[config.mk]
export PLATFORM = sky130hd
export DESIGN_NAME = twis_ctrl
export DESIGN_NICKNAME = d
export VERILOG_FILES = /design/src/twis_pkg.sv /design/src/twis_ctrl.sv
export VERILOG_INCLUDE_DIRS = /design/src /design/src/src
export SDC_FILE = /design/constraint.sdc
export NUM_CORES = 1
export LEC_CHECK = 0
export BUFFER_PORTS_ARGS = -buffer_cell sky130_fd_sc_hd__buf_4
export CELL_PAD_IN_SITES_DETAIL_PLACEMENT = 0
export CELL_PAD_IN_SITES_GLOBAL_PLACEMENT = 2
export CORE_AREA = 10 10 47 49
export CTS_BUF_LIST = sky130_fd_sc_hd__clkbuf_4 sky130_fd_sc_hd__clkbuf_8
export DETAILED_ROUTE_END_ITERATION = 16
export DIE_AREA = 0 0 57 59
export PLACE_DENSITY = 0.79
export SLEW_MARGIN = 10
export SYNTH_ARGS = -nofsm -noshare
export SYNTH_HDL_FRONTEND = slang
export SYNTH_SLANG_ARGS = --single-unit
[constraint.sdc]
create_clock -name clk -period 1.4 [get_ports clk]
set_input_delay 0 -clock clk [delete_from_list [all_inputs] [get_ports clk]]
set_output_delay 0 -clock clk [all_outputs]
set_load 0.05 [all_outputs]
[src/trie_word_insert_search_assert.svh]
// Assertion macros shared by the trie word insert/search modules.
`ifndef TRIE_WORD_INSERT_SEARCH_ASSERT_SVH
`define TRIE_WORD_INSERT_SEARCH_ASSERT_SVH
`ifndef SYNTHESIS
// Same-cycle implication, sampled on clk, off while arst_n is low.
`define TWIS_ASSERT_IMP(label, pre, post) \
	label: assert property (@(posedge clk) disable iff (!arst_n) (pre) |-> (post)) \
		else $error("trie assertion failed");
// Next-cycle implication, sampled on clk, off while arst_n is low.
`define TWIS_ASSERT_NXT(label, pre, post) \
	label: assert property (@(posedge clk) disable iff (!arst_n) (pre) |=> (post)) \
		else $error("trie assertion failed");
`else
`define TWIS_ASSERT_IMP(label, pre, post)
`define TWIS_ASSERT_NXT(label, pre, post)
`endif
`endif

[src/twis_pkg.sv]
// Shared types and constants of the trie word insert/search block.
package twis_pkg;

	localparam int NODE_COUNT_DEF    = 1024;
	localparam int ALPHABET_SIZE_DEF = 26;
	localparam int LETTER_W          = 5;

	localparam logic KIND_INSERT = 1'b0;
	localparam logic KIND_SEARCH = 1'b1;

	// Commands from the controller to the datapath.
	typedef struct packed {
		logic clear;      // zero one link entry and, while the sweep is below NODE_COUNT, one mark entry; advance sweep
		logic take;       // capture the item and read its child link
		logic step;       // resolve the link read, allocate or descend
		logic mark_rd;    // read the word-end mark of the cursor node
		logic mark_take;  // capture the search answer, close the word
		logic load_out;   // move the result into the output register
	} twis_cmd_t;

	// Status from the datapath to the controller.
	typedef struct packed {
		logic clear_done; // sweep is on its final entry
		logic last;       // item in work is the final letter of its word
		logic search;     // current word is a search
	} twis_sts_t;

endpackage

[src/twis_ctrl.sv]
// Controller state machine of the trie: sweep, letter walk, mark access, result handoff.
`include "trie_word_insert_search_assert.svh"

module twis_ctrl import twis_pkg::*; (
	input  logic      clk,
	input  logic      arst_n,
	input  logic      in_valid,
	output logic      in_ready,
	output logic      out_valid,
	input  logic      out_ready,
	input  twis_sts_t sts,
	output twis_cmd_t cmd
);

	localparam logic [2:0] ST_CLEAR = 3'd0;
	localparam logic [2:0] ST_IDLE  = 3'd1;
	localparam logic [2:0] ST_STEP  = 3'd2;
	localparam logic [2:0] ST_MREAD = 3'd3;
	localparam logic [2:0] ST_MTAKE = 3'd4;
	localparam logic [2:0] ST_FIN   = 3'd5;

	logic [2:0] state_q;
	logic [2:0] state_d;
	logic       out_valid_q;

	always_comb begin
		state_d = state_q;
		cmd     = '0;
		case (state_q)
			ST_CLEAR: begin
				cmd.clear = 1'b1;
				if (sts.clear_done) begin
					state_d = ST_IDLE;
				end
			end
			ST_IDLE: begin
				if (in_valid) begin
					cmd.take = 1'b1;
					state_d  = ST_STEP;
				end
			end
			ST_STEP: begin
				cmd.step = 1'b1;
				if (!sts.last) begin
					state_d = ST_IDLE;
				end else if (sts.search) begin
					state_d = ST_MREAD;
				end else begin
					state_d = ST_FIN;
				end
			end
			ST_MREAD: begin
				cmd.mark_rd = 1'b1;
				state_d     = ST_MTAKE;
			end
			ST_MTAKE: begin
				cmd.mark_take = 1'b1;
				state_d       = ST_FIN;
			end
			ST_FIN: begin
				if (!out_valid_q || out_ready) begin
					cmd.load_out = 1'b1;
					state_d      = ST_IDLE;
				end
			end
			default: begin
				state_d = ST_IDLE;
			end
		endcase
	end

	always_ff @(posedge clk or negedge arst_n) begin
		if (!arst_n) begin
			state_q     <= ST_CLEAR;
			out_valid_q <= 1'b0;
		end else begin
			state_q <= state_d;
			if (cmd.load_out) begin
				out_valid_q <= 1'b1;
			end else if (out_ready) begin
				out_valid_q <= 1'b0;
			end
		end
	end

	assign in_ready  = state_q == ST_IDLE;
	assign out_valid = out_valid_q;

	`TWIS_ASSERT_NXT(a_accept_to_step, in_valid && in_ready, state_q == ST_STEP)
	`TWIS_ASSERT_NXT(a_load_shows_result, cmd.load_out, out_valid_q)
	`TWIS_ASSERT_IMP(a_no_result_in_sweep, state_q == ST_CLEAR, !out_valid_q)

endmodule

After elaboration in Yosys (flattened, before gate mapping):

Index checks and enable logic that the tools add are counted.

* bits in registers: 4
* bits in latches: 0
* memory bits (writable): 0
* bits in read-only memories: 0
* input port bits: 7
* output and inout bits: 8
* logic and storage cells: 31
* memories kept: 0

* $add $sub $neg: 0
* multiply operators: 0
* div/mod/pow operators: 0
* magnitude comparators: 0
* equality and inequality tests: 8
* shifts and indexed selects: 0
* mux-type cells: 16
* bitwise logic cells: 0
* reductions and logical operators: 5

Operators with widths (count)
* $pmux W3 S6: 1
* $mux W3: 5
* $mux W1: 10
* $eq A3 B2 Y1 const B: 2
* $eq A3 B3 Y1 const B: 2
* $ne A2 B2 Y1 const B: 3
* $eq A3 B1 Y1 const B: 1
* $logic_not A3 Y1: 1
* $reduce_and A3 Y1: 1
* $reduce_bool A2 Y1: 1
* $logic_not A1 Y1: 1
* $logic_or A1 B1 Y1: 1

Longest topological paths before layout:

Gate-level depths: netlist of the first run.

* depth in word-level cells: 5
* gate-level depth with buffers: 4
* mapped depth without buffers: 3

Least setup slack after synthesis of the first run:

OpenSTA, ideal clock, no wires.

* kind: register -> output
* start: register state_q[2]
* end: output cmd[4] in the netlist's numbering
* data arrival time: 2.210 ns
* data required time: 1.400 ns
* path slack: -0.810 ns
* stages on the path, launching flop included: 4
* buffers on the path: 1
* cells stage by stage: dfrtp_1 -> clkbuf_1 -> nor3_1 -> and2_1

RTL lines
* start: declaration: RTL line twis_ctrl.sv:22 `logic [2:0] state_q;`
* start signal: assignment: RTL line twis_ctrl.sv:77 `state_q <= state_d;`
* end: declaration: RTL line twis_ctrl.sv:12 `output twis_cmd_t cmd`

==> metrics.csv, run 1 <==
metric,value,unit
n_antenna_cell,0,
cts_max_level,1,
yosys_warnings,0,
critPathBufInv,1,
routedWlPerCell,12.0,um
cts_tree,built,
required,1.40,ns
critPathSlowestCell,dfrtp_1,
synth_top_area_cell,dfrtp_1,
start_util,17.4,%
ir_drop,0.00104,V
netlist.area_leader.share,41.0,%
synthArstFlopShare,100,%
preCtsSetupSlack,0.232,ns
slew_headroom,76.0,%
setup_ws,0.110,ns
die_x,57,um
rsz0062_at_grt,false,
hold_path_depth,3,
rows,14,
critPathKind,reg2out,
die-height,59,um
post-synth-top-count-cell,dfrtp_1,
critPathArrivalTime,1.29,ns
setup_violations,0,
clockBufferDepth,2,
core_area,1400,um2
drcViolationCount,0,
reg2regPathDepth,2,
vias,264,
avgSynthCellArea,8.13,um2
critPathLaunchType,flip-flop,
outcome,finished clean,
post_cts_buffers,0,
cp-end-kind,primary output,
worstSkewPairLatency,0.24,ns
hp-class,in2reg,
placed_area,370,um2
wirelength,735,um
cts_sinks,4,
slew_violations,0,
synth_area,244,um2
synth.distinct_cells,19,
yosysSeqAreaShare,41.0,%
fin_area,407,um2
worstPathMaxFanout,9,
final.setup.tns,0,ns
ant_nets,0,
finalHoldViolCount,0,
syn_to_final_growth,66.7,%
synth_top_flop_cell,dfrtp_1,
maxCapViolations,0,
cts_buffers,3,
fin_skew,0.00528,ns
synth_commonest_cells,"dfrtp_1, a21oi_1, nand2_1",
hold_slack,0.0239,ns
via_per_inst,4.33,
design.die.area,3360,um2
worstPathCellList,nor2b_2 > and3_1 > buf_4,
root_buffer,clkbuf_4,
synthesis.nets,37,
tightest_slew,0.360,ns
grt_max_degree,10,
max_freq,0.775,GHz
path_clk_slew,0.04,ns
track_usage,5.06,%
grt_pass1_wl,1.23,mm
cp_slowest_stage_delay,0.49,ns
synth_edf_count,0,
drt_iter0_markers,9,
io_buffers,14,
cpLargestDelayFamily,flip-flops,
ys_top_cells_by_area,"dfrtp_1, a21oi_1, nand2b_1",
synthCells,30,
grt_pass1_vias,298,
ios,15,
antenna_found_initial,0,
power_density,2670,nW/um2
fin_crit,1.29,ns
cp.depth,3,
cellLeakagePower,0.206,nW
drive_above_1_share,48.9,%
dr.pass1.iters,4,
grt.overflow.total,0,
gp_congestion,0.714,
timing.final.crit_share,92.1,%
nets,54,
ys_ff_latch,4,
## sequential cells by signal, summed over array words and instances, names as in the netlist
name       flops
out_valid      1
state_q        3
## stage by stage
stage | utilization (%) | std cells | total power [mW]
floorplan | - | 30 | 0.781
global placement | 26.4 | 57 | 0.935
detailed placement | 26.4 | 57 | 0.937
CTS | 28.7 | 61 | 1.09
global route | 29.0 | 61 | 1.16
finish | 29.0 | 61 | 1.08
## placed cells by master, fill, tap and decap left out, drive strengths merged
cell,Yosys,layout
nor2,2,2
a21oi,3,3
nor3,2,2
o21ai,1,1
or3,1,1
a21o,1,1
and2,1,1
o2bb2ai,1,1
dlygate4sd3,0,1
nand4,1,1
clkbuf,1,3
inv,2,2
nand2,3,3
dfrtp,4,4
buf,2,14
nor3b,1,1
nor2b,1,1
and3,1,1
nand2b,2,2
## where the power goes
part           leakage (nW)  internal (mW)  switching (mW)
clock                0.0138         0.0961          0.0503
sequential           0.0498          0.163           0.105
combinational         0.142          0.228           0.442
## cell type report
class                   instances  area (um2)
well taps                      16        20.0
multi-input cells              21         140
inverters                       2        7.51
repair buffers                 15         115
flip-flops and latches          4         101
clock buffers                   3        22.5
fillers                       165         995
## kinds of logic after synthesis
logic type	count (synthesis)	synth area share [%]
AOI/OAI and AO/OA	6	14.9
buffers and inverters	5	11.3
DFF	4	41.0
and+or+nand+nor	15	32.8
## layer usage
layer,share of wire (%),wire length (um),track usage (%)
met5,0,0,0
met2,58,425,8.06
met3,9.0,66,3.00
met1,30,222,3.22
met4,2.9,21,8.05
## path summary, 6_finish.rpt
path,start,end,slack [ns]
worst max-delay path,state_q[1]$_DFFE_PN0P_,cmd[0],0.11
worst min-delay path,in_valid,state_q[1]$_DFFE_PN0P_,0.02
worst max register to register,state_q[1]$_DFFE_PN0P_,state_q[0]$_DFFE_PN0P_,0.22
worst min register to register,out_valid$_DFFE_PN0P_,out_valid$_DFFE_PN0P_,0.53
max in group asynchronous,arst_n,state_q[0]$_DFFE_PN0P_,1.20
min in group asynchronous,arst_n,state_q[0]$_DFFE_PN0P_,0.09
## worst reg2reg max path, stage by stage (launching register included)
cell and delay, ns:
dfrtp_1 0.49, or3_1 0.42, a21o_1 0.16
## repair_timing
action	in CTS	in global routing
setup endpoints to repair	0	2
gates resized for setup	0	2
hold endpoints to repair	4	0
hold buffers	1	0
No activity file was read; power rests on OpenSTA's default activity.
==> run 2, diff against run 1 <==
==> constraint.sdc (replaced) <==
create_clock -name clk -period 1.6 [get_ports clk]
set_input_delay 0 -clock clk [delete_from_list [all_inputs] [get_ports clk]]
set_output_delay 0 -clock clk [all_outputs]
set_load 0.05 [all_outputs]
==> metrics.csv, run 2 (synthesis results as in run 1) <==
metric,value,unit,change
power_frac_comb,62.3,%,was 61.8%
sw_frac_of_total,55.2,%,was 55.1%
rows,14,,unchanged
antenna_found_initial,0,,unchanged
regToRegStartpoint,state_q[1]$_DFFE_PN0P_,,unchanged
final_cell_mix,"buf_4, dfrtp_1, nand2_1, a21oi_1, clkbuf_4",,"was buf_4, nand2_1, a21oi_1, clkbuf_4, dfrtp_1"
worstSkewPairLatency,0.24,ns,about the same
timing.final.crit_share,83.9,%,
slew_headroom,81.6,%,was 76.0%
final_cells,61,,unchanged
p_seq_share,23.9,%,was 24.7%
fin_area,392,um2,was 407 um2
regMostFlops,state_q,,unchanged
grt_max_degree,10,,unchanged
cp-end-kind,primary output,,unchanged
fin_skew,0.000291,ns,was 0.00528 ns
vias,255,,was 264
ios,15,,unchanged
cts_sinks,4,,unchanged
cts_tree,built,,unchanged
grt_pass1_wl,1.13,mm,was 1.23 mm
ir_drop,0.000616,V,was 0.00104 V
placed_area,359,um2,was 370 um2
hold_slack,0.0331,ns,was 0.0239 ns
die-height,59,um,unchanged
drcViolationCount,0,,unchanged
crit_end,cmd[0],,unchanged
wirelength,712,um,was 735 um
post_cts_resized,0,,unchanged
r2r_slack,0.47,ns,was 0.22 ns
track_usage,4.63,%,was 5.06%
gp_congestion,0.750,,was 0.714
post_cts_buffers,0,,unchanged
reg2regPathDepth,2,,unchanged
nets,54,,unchanged
worstPathCellList,nor2b_1 > and3_1 > buf_4,,was nor2b_2 > and3_1 > buf_4
drt_iter0_markers,3,,was 9
critPathKind,reg2out,,unchanged
grt_pass1_vias,276,,was 298
rsz0062_at_grt,false,,unchanged
cp_slowest_stage_delay,0.48,ns,was 0.49 ns
outcome,finished clean,,unchanged
largest_reg_flops,3,,unchanged
routedWlPerCell,11.7,um,was 12.0 um
critPathArrivalTime,1.34,ns,was 1.29 ns
path_clk_slew,0.04,ns,about the same
cts_buffers,3,,unchanged
root_buffer,clkbuf_4,,unchanged
p_int,408,uW,was 487 uW
critPathLaunchType,flip-flop,,unchanged
tightest_slew,0.277,ns,was 0.360 ns
ant_nets,0,,unchanged
core_area,1400,um2,unchanged
fin_crit,1.34,ns,
start_util,17.4,%,unchanged
min_from,in_valid,,unchanged
critPathSlowestCell,dfrtp_1,,unchanged
design.die.area,3360,um2,unchanged
reg2reg_to,state_q[0]$_DFFE_PN0P_,,unchanged
cellLeakagePower,0.203,nW,was 0.206 nW
clockBufferDepth,2,,unchanged
cts_max_level,1,,unchanged
max_freq,0.745,GHz,
place_hpwl,570,um,
n_antenna_cell,0,,unchanged
p_total,910,uW,was 1.08 mW
placed_cells,57,,unchanged
worstPathMaxFanout,9,,unchanged
syn_to_final_growth,60.5,%,was 66.7%
final_common_cell,buf_4,,unchanged
dr.pass1.iters,4,,unchanged
power_density,2320,nW/um2,was 2670 nW/um2
postCtsHoldBufs,1,,unchanged
hp-class,in2reg,,unchanged
die_x,57,um,unchanged
clkPwrFrac,13.8,%,was 13.5%
slew_violations,0,,unchanged
critical_path.startpoint,state_q[0]$_DFFE_PN0P_,,was state_q[1]$_DFFE_PN0P_
io_buffers,14,,unchanged
p_sw,502,uW,was 598 uW
via_per_inst,4.18,,was 4.33
required,1.60,ns,was 1.40 ns
drive_above_1_share,42.2,%,was 48.9%
maxCapViolations,0,,unchanged
grt.overflow.total,0,,unchanged
finalHoldViolCount,0,,unchanged
num-fill-cells,164,,was 165
setup_violations,0,,unchanged
## run 2: cell type report
class	count	area [um2]	area share [%]
timing repair buffer	15	115	29.4
inverter	2	7.51	1.92
tap	16	20.0	5.11
multi-input combinational	21	126	32.3
sequential	4	100	25.6
clock buffer	3	22.5	5.75
## run 2: worst min-delay path by stage
stage                                   to  slack (ns)  cells after the start
CTS                 state_q[1]$_DFFE_PN0P_        0.03                      3
floorplan            out_valid$_DFFE_PN0P_       -0.30                      0
global placement     out_valid$_DFFE_PN0P_       -0.20                      1
global route        state_q[1]$_DFFE_PN0P_        0.05                      3
finish              state_q[1]$_DFFE_PN0P_        0.03                      3
detailed placement  state_q[2]$_DFFE_PN0P_       -0.20                      1
## run 2: power by group through the flow
stage / clock network [mW] / registers (mW) / logic (mW)
final: 0.126 / 0.218 / 0.567
after global routing: 0.135 / 0.228 / 0.600
after CTS: 0.130 / 0.219 / 0.574
after detailed placement: 0 / 0.220 / 0.572
after global placement: 0 / 0.220 / 0.571
after floorplan: 0 / 0.177 / 0.478
## run 2: metrics by stage
stage	utilization, %	setup TNS, ns	worst slack (ns)
CTS	27.9	0	0.239
global placement	25.6	0	0.485
finish	27.9	0	0.258
floorplan	-	-0.171	-0.153
detailed placement	25.6	0	0.474
global route	27.9	0	0.114
## run 2: per-layer routing
metal  part of all wire, %  vias up  GRT usage, %
met4                   5.5        0          7.05
met3                   3.8        6          2.15
met1                    38      111          3.58
met5                     0        -             0
li1                      -      129             -
met2                    53        9          7.13
## run 2: critical path: cells and delay by family (launching register included)
| kind | cells | cell delay (ns) |
|---|---|---|
| flip-flops | 1 | 0.48 |
| AND/OR/NAND/NOR | 2 | 0.43 |
| buffers and inverters | 1 | 0.19 |
==> run 3, diff against run 2 <==
--- a/config.mk
+++ b/config.mk
@@ -6,14 +6,15 @@
 export SDC_FILE = /design/constraint.sdc
 export NUM_CORES = 1
 export LEC_CHECK = 0
+export ABC_AREA = 1
 export BUFFER_PORTS_ARGS = -buffer_cell sky130_fd_sc_hd__buf_4
 export CELL_PAD_IN_SITES_DETAIL_PLACEMENT = 0
 export CELL_PAD_IN_SITES_GLOBAL_PLACEMENT = 2
-export CORE_AREA = 10 10 47 49
+export CORE_MARGIN = 10
+export CORE_UTILIZATION = 19
 export CTS_BUF_LIST = sky130_fd_sc_hd__clkbuf_4 sky130_fd_sc_hd__clkbuf_8
 export DETAILED_ROUTE_END_ITERATION = 16
-export DIE_AREA = 0 0 57 59
-export PLACE_DENSITY = 0.79
+export PLACE_DENSITY = 0.85
 export SLEW_MARGIN = 10
 export SYNTH_ARGS = -nofsm -noshare
 export SYNTH_HDL_FRONTEND = slang
==> constraint.sdc (replaced) <==
create_clock -name clk -period 1.2 [get_ports clk]
set_input_delay 0 -clock clk [delete_from_list [all_inputs] [get_ports clk]]
set_output_delay 0 -clock clk [all_outputs]
set_load 0.05 [all_outputs]
==> metrics.csv, run 3 <==
metric,value,unit,change
outcome,finished clean,,unchanged
required,1.20,ns,was 1.60 ns
start_util,19.6,%,was 17.4%
cts_buffers,3,,unchanged
clockBufferDepth,2,,unchanged
grt.overflow.total,0,,unchanged
synth_commonest_cells,"nor2_1, nand2_1, inv_1, dfrtp_1, nand3_1",,"was dfrtp_1, a21oi_1, nand2_1"
avgSynthCellArea,6.15,um2,was 8.13 um2
yosysSeqAreaShare,34.6,%,was 41.0%
grt_pass1_wl,1.53,mm,was 1.13 mm
drt_iter0_markers,4,,was 3
setup_violations,0,,unchanged
grt_max_degree,8,,was 10
routedWlPerCell,10.8,um,was 11.7 um
cp-end-kind,primary output,,unchanged
root_buffer,clkbuf_4,,unchanged
regMostFlops,state_q,,unchanged
worstPathMaxFanout,7,,was 9
antenna_found_initial,0,,unchanged
cts_max_level,1,,unchanged
ir_drop,0.00126,V,was 0.000616 V
ys_top_cells_by_area,"dfrtp_1, nor2_1, nand2_1",,"was dfrtp_1, a21oi_1, nand2b_1"
via_per_inst,4.16,,was 4.18
power_density,3100,nW/um2,was 2320 nW/um2
grt_pass1_vias,374,,was 276
post-synth-top-count-cell,nor2_1,,was dfrtp_1
synth_edf_count,0,,unchanged
syn_to_final_growth,84.0,%,was 60.5%
die_x,59,um,was 57 um
slew_headroom,87.9,%,was 81.6%
netlist.area_leader.share,34.6,%,was 41.0%
gp_congestion,0.730,,was 0.750
track_usage,5.72,%,was 4.63%
cts_sinks,4,,unchanged
setup_ws,0.0308,ns,was 0.258 ns
finalHoldViolCount,0,,unchanged
critPathKind,reg2out,,unchanged
timing.final.crit_share,97.4,%,
worstPathCellList,inv_2 > nand3_4 > nor2_4 > buf_6,,was nor2b_1 > and3_1 > buf_4
n_antenna_cell,0,,unchanged
critPathArrivalTime,1.17,ns,was 1.34 ns
tightest_slew,0.181,ns,was 0.277 ns
yosys_warnings,0,,unchanged
slew_violations,0,,unchanged
die-height,59,um,unchanged
vias,345,,was 255
hold_path_depth,4,,was 3
cts_tree,built,,unchanged
preCtsSetupSlack,0.188,ns,was 0.474 ns
worstSkewPairLatency,0.24,ns,about the same
synth_top_flop_cell,dfrtp_1,,unchanged
synth_area,289,um2,was 244 um2
ant_nets,0,,unchanged
core_area,1470,um2,was 1400 um2
final_common_cell,nand2_1,,was buf_4
maxCapViolations,0,,unchanged
fin_crit,1.17,ns,
critPathLaunchType,flip-flop,,unchanged
synthesis.nets,54,,was 37
final_cell_mix,"nand2_1, buf_4, inv_1",,"was buf_4, dfrtp_1, nand2_1, a21oi_1, clkbuf_4"
synthCells,47,,was 30
largest_reg_flops,3,,unchanged
max_freq,0.855,GHz,
wirelength,896,um,was 712 um
io_buffers,14,,unchanged
ys_ff_latch,4,,unchanged
fin_area,532,um2,was 392 um2
synth.distinct_cells,12,,was 19
rows,14,,unchanged
cp_slowest_stage_delay,0.46,ns,was 0.48 ns
drcViolationCount,0,,unchanged
nets,76,,was 54
reg2regPathDepth,5,,was 2
critPathSlowestCell,dfrtp_2,,was dfrtp_1
synth_top_area_cell,dfrtp_1,,unchanged
synthArstFlopShare,100,%,unchanged
drive_above_1_share,49.3,%,was 42.2%
path_clk_slew,0.04,ns,about the same
rsz0062_at_grt,true,,was false
dr.pass1.iters,4,,unchanged
fin_skew,0.00379,ns,was 0.000291 ns
ios,15,,unchanged
cellLeakagePower,0.292,nW,was 0.203 nW
placed_area,427,um2,was 359 um2
p_total,1.65,mW,was 910 uW
design.die.area,3480,um2,was 3360 um2
place_hpwl,708,um,was 570 um
hp-class,in2reg,,unchanged
==> run 3: cell count changes after synthesis, sizes merged, moves of 2 or more <==
| cell | previous run | this run |
|---|---|---|
| buf | 2 | 0 |
| nand3 | 0 | 6 |
| inv | 2 | 11 |
| nand2 | 3 | 10 |
| nand2b | 2 | 0 |
| nor2 | 2 | 12 |
| a21oi | 3 | 0 |
==> run 3: cell type report <==
type / instances / area, um2
fill: 174 / 940
tap: 16 / 20.0
sequential: 4 / 104
inverter: 11 / 46.3
multi-input combinational: 32 / 183
timing repair buffer: 17 / 156
clock buffer: 3 / 22.5
==> run 3: worst paths after layout <==
check | startpoint | endpoint | slack [ns]
hold reg to reg | out_valid$_DFFE_PN0P_ | out_valid$_DFFE_PN0P_ | 0.53
setup reg to reg | state_q[0]$_DFFE_PN0P_ | state_q[1]$_DFFE_PN0P_ | 0.22
max in group asynchronous | arst_n | state_q[2]$_DFFE_PN0P_ | 0.99
hold / removal | out_ready | out_valid$_DFFE_PN0P_ | 0.02
min in group asynchronous | arst_n | state_q[0]$_DFFE_PN0P_ | 0.10
setup / recovery | state_q[2]$_DFFE_PN0P_ | cmd[4] | 0.03
==> run 3: kinds of logic (layout without fill, tap and decap cells) <==
logic type	Yosys count	after routing	share of synthesized area [%]
AND/OR/NAND/NOR	30	30	47.6
AO/OA/AOI/OAI	2	2	3.46
flip-flops	4	4	34.6
buffers and inverters	11	31	14.3
==> run 3: power breakdown <==
part	internal, mW	leakage (nW)	total (mW)	switching (mW)
clock	0.112	0.0138	0.170	0.0583
combinational	0.414	0.231	1.16	0.744
sequential	0.203	0.0476	0.322	0.118
total	0.729	0.292	1.65	0.921
==> run 3: worst max-delay path, delay by kind of cell, from the launching register on <==
kind / cells / cell delay [ns]
flip-flops: 1 / 0.46
buffers and inverters: 2 / 0.28
AND/OR/NAND/NOR: 2 / 0.20
==> run 3: routing by layer <==
metal / wire [um] / global-route usage (%)
met1: 360 / 6.19
met2: 420 / 7.51
met3: 98 / 3.00
met4: 16 / 5.90
met5: 0 / 0
==> run 3: stage by stage <==
step                hold slack (ns)  util, %  TNS [ns]  std cells
detailed placement           -0.198     29.0         0         77
finish                       0.0243     36.1         0         83
global route                 0.0563     36.1   -0.0346         83
global placement             -0.198     29.0         0         77
CTS                          0.0230     32.1         0         81
floorplan                    -0.296        -         0         47
==> run 3: what timing repair did <==
item	in CTS	in global routing
hold buffers	1	0
cloned	0	0
setup buffers	0	2
endpoints found under the hold margin	4	0
setup endpoints to repair	2	7
gates resized for setup	3	13
